## src/pwc_pkg.sv

```systemverilog
`timescale 1ns / 1ps
`default_nettype none

package pwc_pkg;

    localparam int MAX_WORD   = 64;
    localparam int COUNT_BITS = 32;

    localparam int LEN_W  = $clog2(MAX_WORD + 1);
    localparam int HALF_W = $clog2(MAX_WORD / 2 + 1);

    // fixed field widths
    localparam int WLEN_W  = 7;
    localparam int CNT_W   = 32;
    localparam int MINL_W  = 7;
    localparam int CFG_IDX_W = 2;
    localparam int CFG_DAT_W = 7;

    localparam logic [CFG_IDX_W-1:0] REG_MIN_LENGTH      = CFG_IDX_W'(0);
    localparam logic [CFG_IDX_W-1:0] REG_LENGTH_CHECK_ON = CFG_IDX_W'(1);

    localparam logic [7:0] UPPER_A     = 8'd65;
    localparam logic [7:0] UPPER_Z     = 8'd90;
    localparam logic [7:0] CASE_OFFSET = 8'd32;

    localparam logic [MINL_W-1:0] MIN_LENGTH_RST = MINL_W'(2);

    typedef struct packed {
        logic [7:0] text_byte;
        logic       end_of_text;
    } pwc_in_t;

    typedef struct packed {
        logic [WLEN_W-1:0] word_length;
        logic              is_palindrome;
        logic              word_counted;
        logic              word_too_long;
        logic [CNT_W-1:0]  palindrome_count;
        logic              final_result;
    } pwc_out_t;

    // control broadcast to every cell of the chain
    typedef struct packed {
        logic       load;      // byte enters: forward chain shifts right
        logic       shift;     // check step: both chains shift left
        logic [7:0] data;      // folded byte
    } pwc_cell_ctl_t;

    typedef enum logic [2:0] {
        ST_IDLE   = 3'b001,
        ST_CHECK  = 3'b010,
        ST_FINISH = 3'b100
    } pwc_state_t;

    function automatic logic is_delim(input logic [7:0] b);
        return (b == 8'h20) || (b == 8'h3A) || (b == 8'h2C) || (b == 8'h3B) ||
               (b == 8'h2E) || (b == 8'h2D) || (b == 8'h0A) || (b == 8'h09) ||
               (b == 8'h0D) || (b == 8'h23) || (b == 8'h00);
    endfunction

    function automatic logic [7:0] fold_case(input logic [7:0] b);
        return ((b >= UPPER_A) && (b <= UPPER_Z)) ? b + CASE_OFFSET : b;
    endfunction

endpackage

`default_nettype wire

```

## src/palindrome_word_counter.sv

```systemverilog
`timescale 1ns / 1ps
`default_nettype none

// Channel  | Direction | Handshake          | Payload
// in       | to block  | in_valid/in_stall  | in_data   (pwc_in_t)
// out      | from block| out_valid/out_stall| out_data  (pwc_out_t)
// cfg      | to block  | cfg_valid/cfg_ready| cfg_index, cfg_data
//
// A byte that does not close a word is taken while in_stall stays low.
// A closing byte raises in_stall through the compare walk and the finishing state
//   (an overflowed word skips the walk): the compare walk moves both cell chains one position per cycle.
// While the result register holds an untaken result, the finishing cycle waits and
//   in_stall stays high; no byte is taken until that result has made its transfer.
// rst_n is asynchronous, active low; configuration resets to min_length 2, check on.
module palindrome_word_counter
    import pwc_pkg::*;
(
    input  wire logic                 clk,
    input  wire logic                 rst_n,

    input  wire logic                 in_valid,
    output logic                      in_stall,
    input  wire pwc_in_t              in_data,

    output logic                      out_valid,
    input  wire logic                 out_stall,
    output pwc_out_t                  out_data,

    input  wire logic                 cfg_valid,
    output logic                      cfg_ready,
    input  wire logic [CFG_IDX_W-1:0] cfg_index,
    input  wire logic [CFG_DAT_W-1:0] cfg_data
);

    // ------------------------------------------------------------------
    // Configuration registers
    // ------------------------------------------------------------------
    logic [MINL_W-1:0] min_length_reg, min_length_next;
    logic              len_check_reg, len_check_next;

    assign cfg_ready = 1'b1;

    always_comb
    begin
        min_length_next = min_length_reg;
        len_check_next  = len_check_reg;
        if (cfg_valid && cfg_ready)
        begin
            case (cfg_index)
                REG_MIN_LENGTH:      min_length_next = MINL_W'(cfg_data);
                REG_LENGTH_CHECK_ON: len_check_next  = cfg_data[0];
                default:             ;
            endcase
        end
    end

    // ------------------------------------------------------------------
    // Word state and sequencer
    // ------------------------------------------------------------------
    pwc_state_t          state_reg, state_next;
    logic [LEN_W-1:0]    len_reg, len_next;
    logic                ovf_reg, ovf_next;
    logic                pal_reg, pal_next;
    logic                final_reg, final_next;
    logic [HALF_W-1:0]   half_reg, half_next;
    logic [COUNT_BITS-1:0] count_reg, count_next;
    logic                out_valid_reg, out_valid_next;
    pwc_out_t            out_reg, out_next;

    logic              in_xfer;
    logic              byte_delim;
    logic [7:0]        byte_folded;
    logic              word_full;
    logic              load_en;
    logic              close_word;
    logic [LEN_W-1:0]  len_new;
    logic              ovf_new;
    logic [HALF_W-1:0] half_new;
    logic              out_free;
    logic              counted;

    // chain taps
    logic [7:0] fwd_q    [MAX_WORD];
    logic [7:0] rev_q    [MAX_WORD];
    logic [7:0] fwd_left [MAX_WORD];
    logic [7:0] fwd_right[MAX_WORD];
    logic [7:0] rev_right[MAX_WORD];
    logic [MAX_WORD-1:0] wr_sel;
    pwc_cell_ctl_t cell_ctl;

    assign in_stall    = (state_reg != ST_IDLE);
    assign in_xfer     = in_valid && !in_stall;
    assign byte_delim  = is_delim(in_data.text_byte);
    assign byte_folded = fold_case(in_data.text_byte);
    assign word_full   = (len_reg == LEN_W'(MAX_WORD));
    assign load_en     = in_xfer && !byte_delim && !word_full;
    assign close_word  = in_data.end_of_text || (byte_delim && (len_reg != '0));
    assign len_new     = load_en ? len_reg + LEN_W'(1) : len_reg;
    assign ovf_new     = ovf_reg || (!byte_delim && word_full);
    assign half_new    = HALF_W'(len_new >> 1);

    // output register frees up when its transfer completes this cycle
    assign out_free    = !out_valid_reg || !out_stall;

    // length test: min_length is compared as its full value
    assign counted = pal_reg &&
                     (!len_check_reg || (32'(len_reg) > 32'(min_length_reg)));

    assign cell_ctl.load  = load_en;
    assign cell_ctl.shift = (state_reg == ST_CHECK);
    assign cell_ctl.data  = byte_folded;

    always_comb
    begin
        state_next     = state_reg;
        len_next       = len_reg;
        ovf_next       = ovf_reg;
        pal_next       = pal_reg;
        final_next     = final_reg;
        half_next      = half_reg;
        count_next     = count_reg;
        out_valid_next = out_valid_reg;
        out_next       = out_reg;

        if (out_valid_reg && !out_stall)
        begin
            out_valid_next = 1'b0;
        end

        case (state_reg)
            ST_IDLE:
            begin
                if (in_xfer)
                begin
                    len_next = len_new;
                    ovf_next = ovf_new;
                    if (close_word)
                    begin
                        // a lone letter is trivially a palindrome; the walk may clear it
                        pal_next   = (len_new != '0) && !ovf_new;
                        final_next = in_data.end_of_text;
                        half_next  = half_new;
                        if (!ovf_new && (half_new != '0))
                        begin
                            state_next = ST_CHECK;
                        end
                        else
                        begin
                            state_next = ST_FINISH;
                        end
                    end
                end
            end
            ST_CHECK:
            begin
                // chain heads: forward holds word[L-1-k], in-order holds word[k]
                if (fwd_q[0] != rev_q[0])
                begin
                    pal_next = 1'b0;
                end
                half_next = half_reg - HALF_W'(1);
                if (half_reg == HALF_W'(1))
                begin
                    state_next = ST_FINISH;
                end
            end
            ST_FINISH:
            begin
                if (out_free)
                begin
                    if (counted && (count_reg != '1))
                    begin
                        count_next = count_reg + COUNT_BITS'(1);
                    end
                    out_next.word_length      = WLEN_W'(len_reg);
                    out_next.is_palindrome    = pal_reg;
                    out_next.word_counted     = counted;
                    out_next.word_too_long    = ovf_reg;
                    out_next.palindrome_count = CNT_W'(
                        (counted && (count_reg != '1)) ? count_reg + COUNT_BITS'(1)
                                                       : count_reg);
                    out_next.final_result     = final_reg;
                    out_valid_next            = 1'b1;
                    len_next                  = '0;
                    ovf_next                  = 1'b0;
                    state_next                = ST_IDLE;
                end
            end
            default:
            begin
                state_next = ST_IDLE;
            end
        endcase
    end

    always_ff @(posedge clk or negedge rst_n)
    begin
        if (!rst_n)
        begin
            state_reg      <= ST_IDLE;
            len_reg        <= '0;
            ovf_reg        <= 1'b0;
            count_reg      <= '0;
            out_valid_reg  <= 1'b0;
            min_length_reg <= MIN_LENGTH_RST;
            len_check_reg  <= 1'b1;
        end
        else
        begin
            state_reg      <= state_next;
            len_reg        <= len_next;
            ovf_reg        <= ovf_next;
            count_reg      <= count_next;
            out_valid_reg  <= out_valid_next;
            min_length_reg <= min_length_next;
            len_check_reg  <= len_check_next;
        end
    end

    // payload-only registers
    always_ff @(posedge clk)
    begin
        pal_reg   <= pal_next;
        final_reg <= final_next;
        half_reg  <= half_next;
        out_reg   <= out_next;
    end

    assign out_valid = out_valid_reg;
    assign out_data  = out_reg;

    // ------------------------------------------------------------------
    // Cell chain: new bytes shift in at cell 0 of the forward copy and are
    // written in place in the in-order copy; the check shifts both left.
    // ------------------------------------------------------------------
    for (genvar i = 0; i < MAX_WORD; i++)
    begin : g_cell
        if (i == 0)
        begin : g_head
            assign fwd_left[i] = byte_folded;
        end
        else
        begin : g_mid
            assign fwd_left[i] = fwd_q[i-1];
        end

        if (i == MAX_WORD - 1)
        begin : g_tail
            assign fwd_right[i] = 8'h00;
            assign rev_right[i] = 8'h00;
        end
        else
        begin : g_body
            assign fwd_right[i] = fwd_q[i+1];
            assign rev_right[i] = rev_q[i+1];
        end

        assign wr_sel[i] = (len_reg == LEN_W'(i));

        pwc_cell u_cell (
            .clk       (clk),
            .ctl       (cell_ctl),
            .wr_sel    (wr_sel[i]),
            .fwd_left  (fwd_left[i]),
            .fwd_right (fwd_right[i]),
            .rev_right (rev_right[i]),
            .fwd_q     (fwd_q[i]),
            .rev_q     (rev_q[i])
        );
    end

endmodule

`default_nettype wire

```

## src/pwc_cell.sv

```systemverilog
`timescale 1ns / 1ps
`default_nettype none

// One byte position of the word: a forward copy (newest byte at the head)
// and an in-order copy (written at its own position).
module pwc_cell
    import pwc_pkg::*;
(
    input  wire logic          clk,
    input  wire pwc_cell_ctl_t ctl,
    input  wire logic          wr_sel,
    input  wire logic [7:0]    fwd_left,
    input  wire logic [7:0]    fwd_right,
    input  wire logic [7:0]    rev_right,
    output logic [7:0]         fwd_q,
    output logic [7:0]         rev_q
);

    logic [7:0] fwd_reg, fwd_next;
    logic [7:0] rev_reg, rev_next;

    always_comb
    begin
        fwd_next = fwd_reg;
        rev_next = rev_reg;
        if (ctl.load)
        begin
            fwd_next = fwd_left;
            if (wr_sel)
            begin
                rev_next = ctl.data;
            end
        end
        else if (ctl.shift)
        begin
            fwd_next = fwd_right;
            rev_next = rev_right;
        end
    end

    always_ff @(posedge clk)
    begin
        fwd_reg <= fwd_next;
        rev_reg <= rev_next;
    end

    assign fwd_q = fwd_reg;
    assign rev_q = rev_reg;

endmodule

`default_nettype wire

```

## config.mk

```make
export PLATFORM = sky130hd
export DESIGN_NAME = palindrome_word_counter
export DESIGN_NICKNAME = d
export VERILOG_FILES = /design/src/pwc_pkg.sv /design/src/palindrome_word_counter.sv /design/src/pwc_cell.sv
export SDC_FILE = /design/constraint.sdc
export NUM_CORES = 2
export LEC_CHECK = 0
export ABC_CLOCK_PERIOD_IN_PS = 30000
export BUFFER_PORTS_ARGS = -buffer_cell sky130_fd_sc_hd__buf_2
export CORE_MARGIN = 5
export CORE_UTILIZATION = 60
export CTS_CLUSTER_DIAMETER = 100
export CTS_CLUSTER_SIZE = 25
export DETAILED_ROUTE_END_ITERATION = 7
export MAX_ROUTING_LAYER = met4
export PLACE_DENSITY = 0.74
export SETUP_SLACK_MARGIN = 0.5
export SYNTH_ARGS = -nofsm -noshare
export SYNTH_HDL_FRONTEND = slang
export SYNTH_SLANG_ARGS = --single-unit
```

## constraint.sdc

```tcl
create_clock -name clk -period 30 [get_ports clk]
set_input_delay 6 -clock clk [delete_from_list [all_inputs] [get_ports clk]]
set_output_delay 6 -clock clk [all_outputs]
set_load 0.02 [all_outputs]
```

==> run_results.csv <==
group,metric,value,unit
outcome,status,"finished clean",
worst_setup_path,path_buf_inv,4,
worst_setup_path,cpLargestDelayFamily,"buffers and inverters",
worst_setup_path,slowest_delay,0.91,ns
worst_setup_path,r2r-end,"g_cell[8].u_cell.fwd_q[5]",
worst_setup_path,r2r_start,"len_reg[0]",
synthesis,synth_area,0.0473,mm2
worst_hold_path,hp-class,"reg -> reg",
worst_setup_path,rrSetupSlack,24.52,ns
synthesis,synth_nets,4372,
synthesis,synth_top_cell_area_share,68.2,%
floorplanning,fp.dieW,291,um
floorplanning,ios,69,
clocking,cts-buffers-inserted,51,
pwr,ir_worst_vdd,0.0000491,V
worst_setup_path,cp_common_cell,"buf_4",
placement,placedCellCount,5239,
sta,maxSlewViolCount,0,
finish,nNetsFinal,4281,
synthesis,async_flop_share,4.61,%
placement,hpwl,48100,um
synthesis,synth_area_per_cell,10.9,um2
sta,rsz0062_at_grt,"false",
worst_setup_path,cp_max_fo,105,
clocking,cts-resized-gates,0,
synthesis,synth.most_common_cell,"nand2_1",
finish,drive_gt1_share,5.00,%
synthesis,yosysWarnings,0,
worst_setup_path,reg2regPathDepth,9,
job,maxCapViolCount,0,
worst_setup_path,endpoint_kind,"flip-flop",
synthesis,synth_common_cells,"nand2_1, edfxtp_1, buf_2, clkbuf_1, o21ai_0",
sta,finalSetupViolCount,0,
worst_setup_path,worst_ep_arrival_time,10.72,ns
synthesis,netlist_top_cells_area,"edfxtp_1, nand2_1, dfrtp_1, buf_2, xnor2_1",
placement,io_buffer_count,67,
grt,grt_util_all_layers,20.4,%
worst_hold_path,whs_path_depth,0,
sta,holdWs,0.430,ns
floorplanning,rows,103,
placement,dpl_cell_area,0.0482,mm2
sta,final.setup.worst_slack,19.78,ns
worst_setup_path,crit_type,"in -> reg",
grt,grt_pass1_wl,141000,um
drt,finalWirelength,85600,um
finish,antennaDiodeCount,0,
clocking,cts-root-buf,"clkbuf_16",
grt,grt_pass1_vias,27600,
sta,relSlewSlack,11.1,%
sta,setup_tns,0,ns
worst_setup_path,crit_chain,"buf_2 -> or4_1 -> o211a_2 -> o21ai_4 -> or3_4 -> buf_4 -> buf_4 -> buf_4 -> nand2_1 -> nand2_1",
drt,drc_errors,0,
finish,fin_area,0.0497,mm2
sta,min_period_over_period,34.1,%
clocking,clock_sink_count,1127,
worst_hold_path,min_from,"final_reg",
placement,dp_slack,19.15,ns
worst_setup_path,critical-path-slowest-cell,"buf_4",
clocking,clockBufferDepth,3,
clocking,cts_setup_buffers,0,
pwr,p_per_area,50.4,mW/mm2
synthesis,synth_edf_count,1075,
placement,gp_congestion,0.785,
grt,grt_max_degree,243,
synthesis,synth_top_area_cell,"edfxtp_1",
grt,grt_overflow,0,
floorplanning,design.core.area,0.0786,mm2
drt,vias_per_cell,5.46,
clocking,clkTransAtPathRegs,0.10,ns
sta,hold_viol,0,
synthesis,synth_cells,4334,
clocking,hold_buffers,0,
grt,antenna_found_initial,0,
floorplanning,start_util,60.2,%
pwr,total_power,2.50,mW
drt,avgRoutedWirePerCell,16.1,um
worst_setup_path,crit_path_start_kind,"primary input",
synthesis,synth_ff_type,"edfxtp_1",
clocking,clk_latency,0.64,ns
synthesis,seq_area_frac_synth,71.0,%
floorplanning,die_area,0.0846,mm2
clocking,cts_tree,"built",
floorplanning,die_height,291,um
finish,post-route-util,63.2,%
sta,tightest_slew,1.32,ns
drt,firstDrtPassIters,5,
clocking,htreeDepth,2,
pwr,p_leak,24.8,nW
synthesis,synthDistinctLibCells,57,
sta,max_freq,97.9,MHz
finish,layout.cells.non_filler,5307,
worst_hold_path,worstHoldEndpoint,"out_data[0]",
sta,fin_skew,0.0462,ns
worst_setup_path,worst_ep_required_time,30.50,ns
finish,areaGrowthSynthToFinish,4.93,%
drt,ant_nets,0,
sta,fin_crit,10.22,ns
drt,routed-via-count,29000,
synthesis,synth_seq_cells,1127,
drt,drt_iter0_drc,2771,
[worst max-delay path by stage]
stage               start                        end  slack (ns)  cells past startpoint
3_5_place_dp     in_valid  g_cell[1].u_cell.fwd_q[1]       19.15                      9
4_1_cts          in_valid  g_cell[9].u_cell.fwd_q[2]       19.78                      9
6_report       in_data[5]  g_cell[9].u_cell.fwd_q[2]       19.78                     10
5_1_grt          in_valid  g_cell[8].u_cell.fwd_q[5]       19.40                      9
3_3_place_gp     in_valid  g_cell[5].u_cell.fwd_q[2]       19.20                      9
2_1_floorplan  in_data[5]  g_cell[0].u_cell.fwd_q[0]       10.64                      8
[per-layer routing]
| layer | routed length (um) | track usage, % |
|---|---|---|
| met3 | 4030 | 2.61 |
| met5 | 0 | - |
| met4 | 1660 | 4.37 |
| met2 | 41500 | 32.0 |
| met1 | 38400 | 29.3 |
[layout make-up]
class                   count  area [um2]
flip-flops and latches   1127       33600
fillers                  6073       29000
multi-input cells        2915       12500
clock buffers              64        1370
well taps                1050        1310
repair buffers            125         783
inverters                  23        86.3
clock inverters             3        45.0
[power breakdown]
part           internal (mW)  switching (mW)  total (mW)
clock network          0.325           0.460       0.785
logic                0.00555          0.0126      0.0181
registers               1.70        0.000610        1.70
[logic make-up (layout without fill, tap and decap cells)]
family                   Yosys count  in the layout  synth area share, %
multiplexers                       8              8                0.182
other                              1              1              0.00792
flip-flops                      1127           1127                 71.0
buffers and inverters            292            215                 2.79
AND/OR/NAND/NOR                 2628           2628                 21.7
adder cells (fa/ha/maj)           15             15                0.397
XOR/XNOR                          81             81                 1.50
AO/OA/AOI/OAI                    182            182                 2.47
[cells in the final DEF, fill, tap and decap left out, types with 5 or more instances in the layout]
| cell type | count |
|---|---|
| and3_1 | 8 |
| o21ai_0 | 79 |
| nand3_1 | 33 |
| nand2_2 | 6 |
| dfrtp_1 | 49 |
| ha_1 | 15 |
| mux2_2 | 5 |
| edfxtp_1 | 1075 |
| nor3_1 | 12 |
| inv_1 | 21 |
| clkbuf_1 | 11 |
| a21o_1 | 66 |
| a21oi_1 | 15 |
| buf_2 | 67 |
| xor2_1 | 24 |
| nand2b_1 | 5 |
| nor2b_1 | 8 |
| clkbuf_16 | 53 |
| buf_4 | 56 |
| nor4_1 | 11 |
| xnor2_1 | 57 |
| or3_1 | 7 |
| nand4_1 | 33 |
| nor2_1 | 29 |
| nand2_1 | 2432 |
| and2_1 | 19 |
No activity file was read; power rests on OpenSTA's default activity.
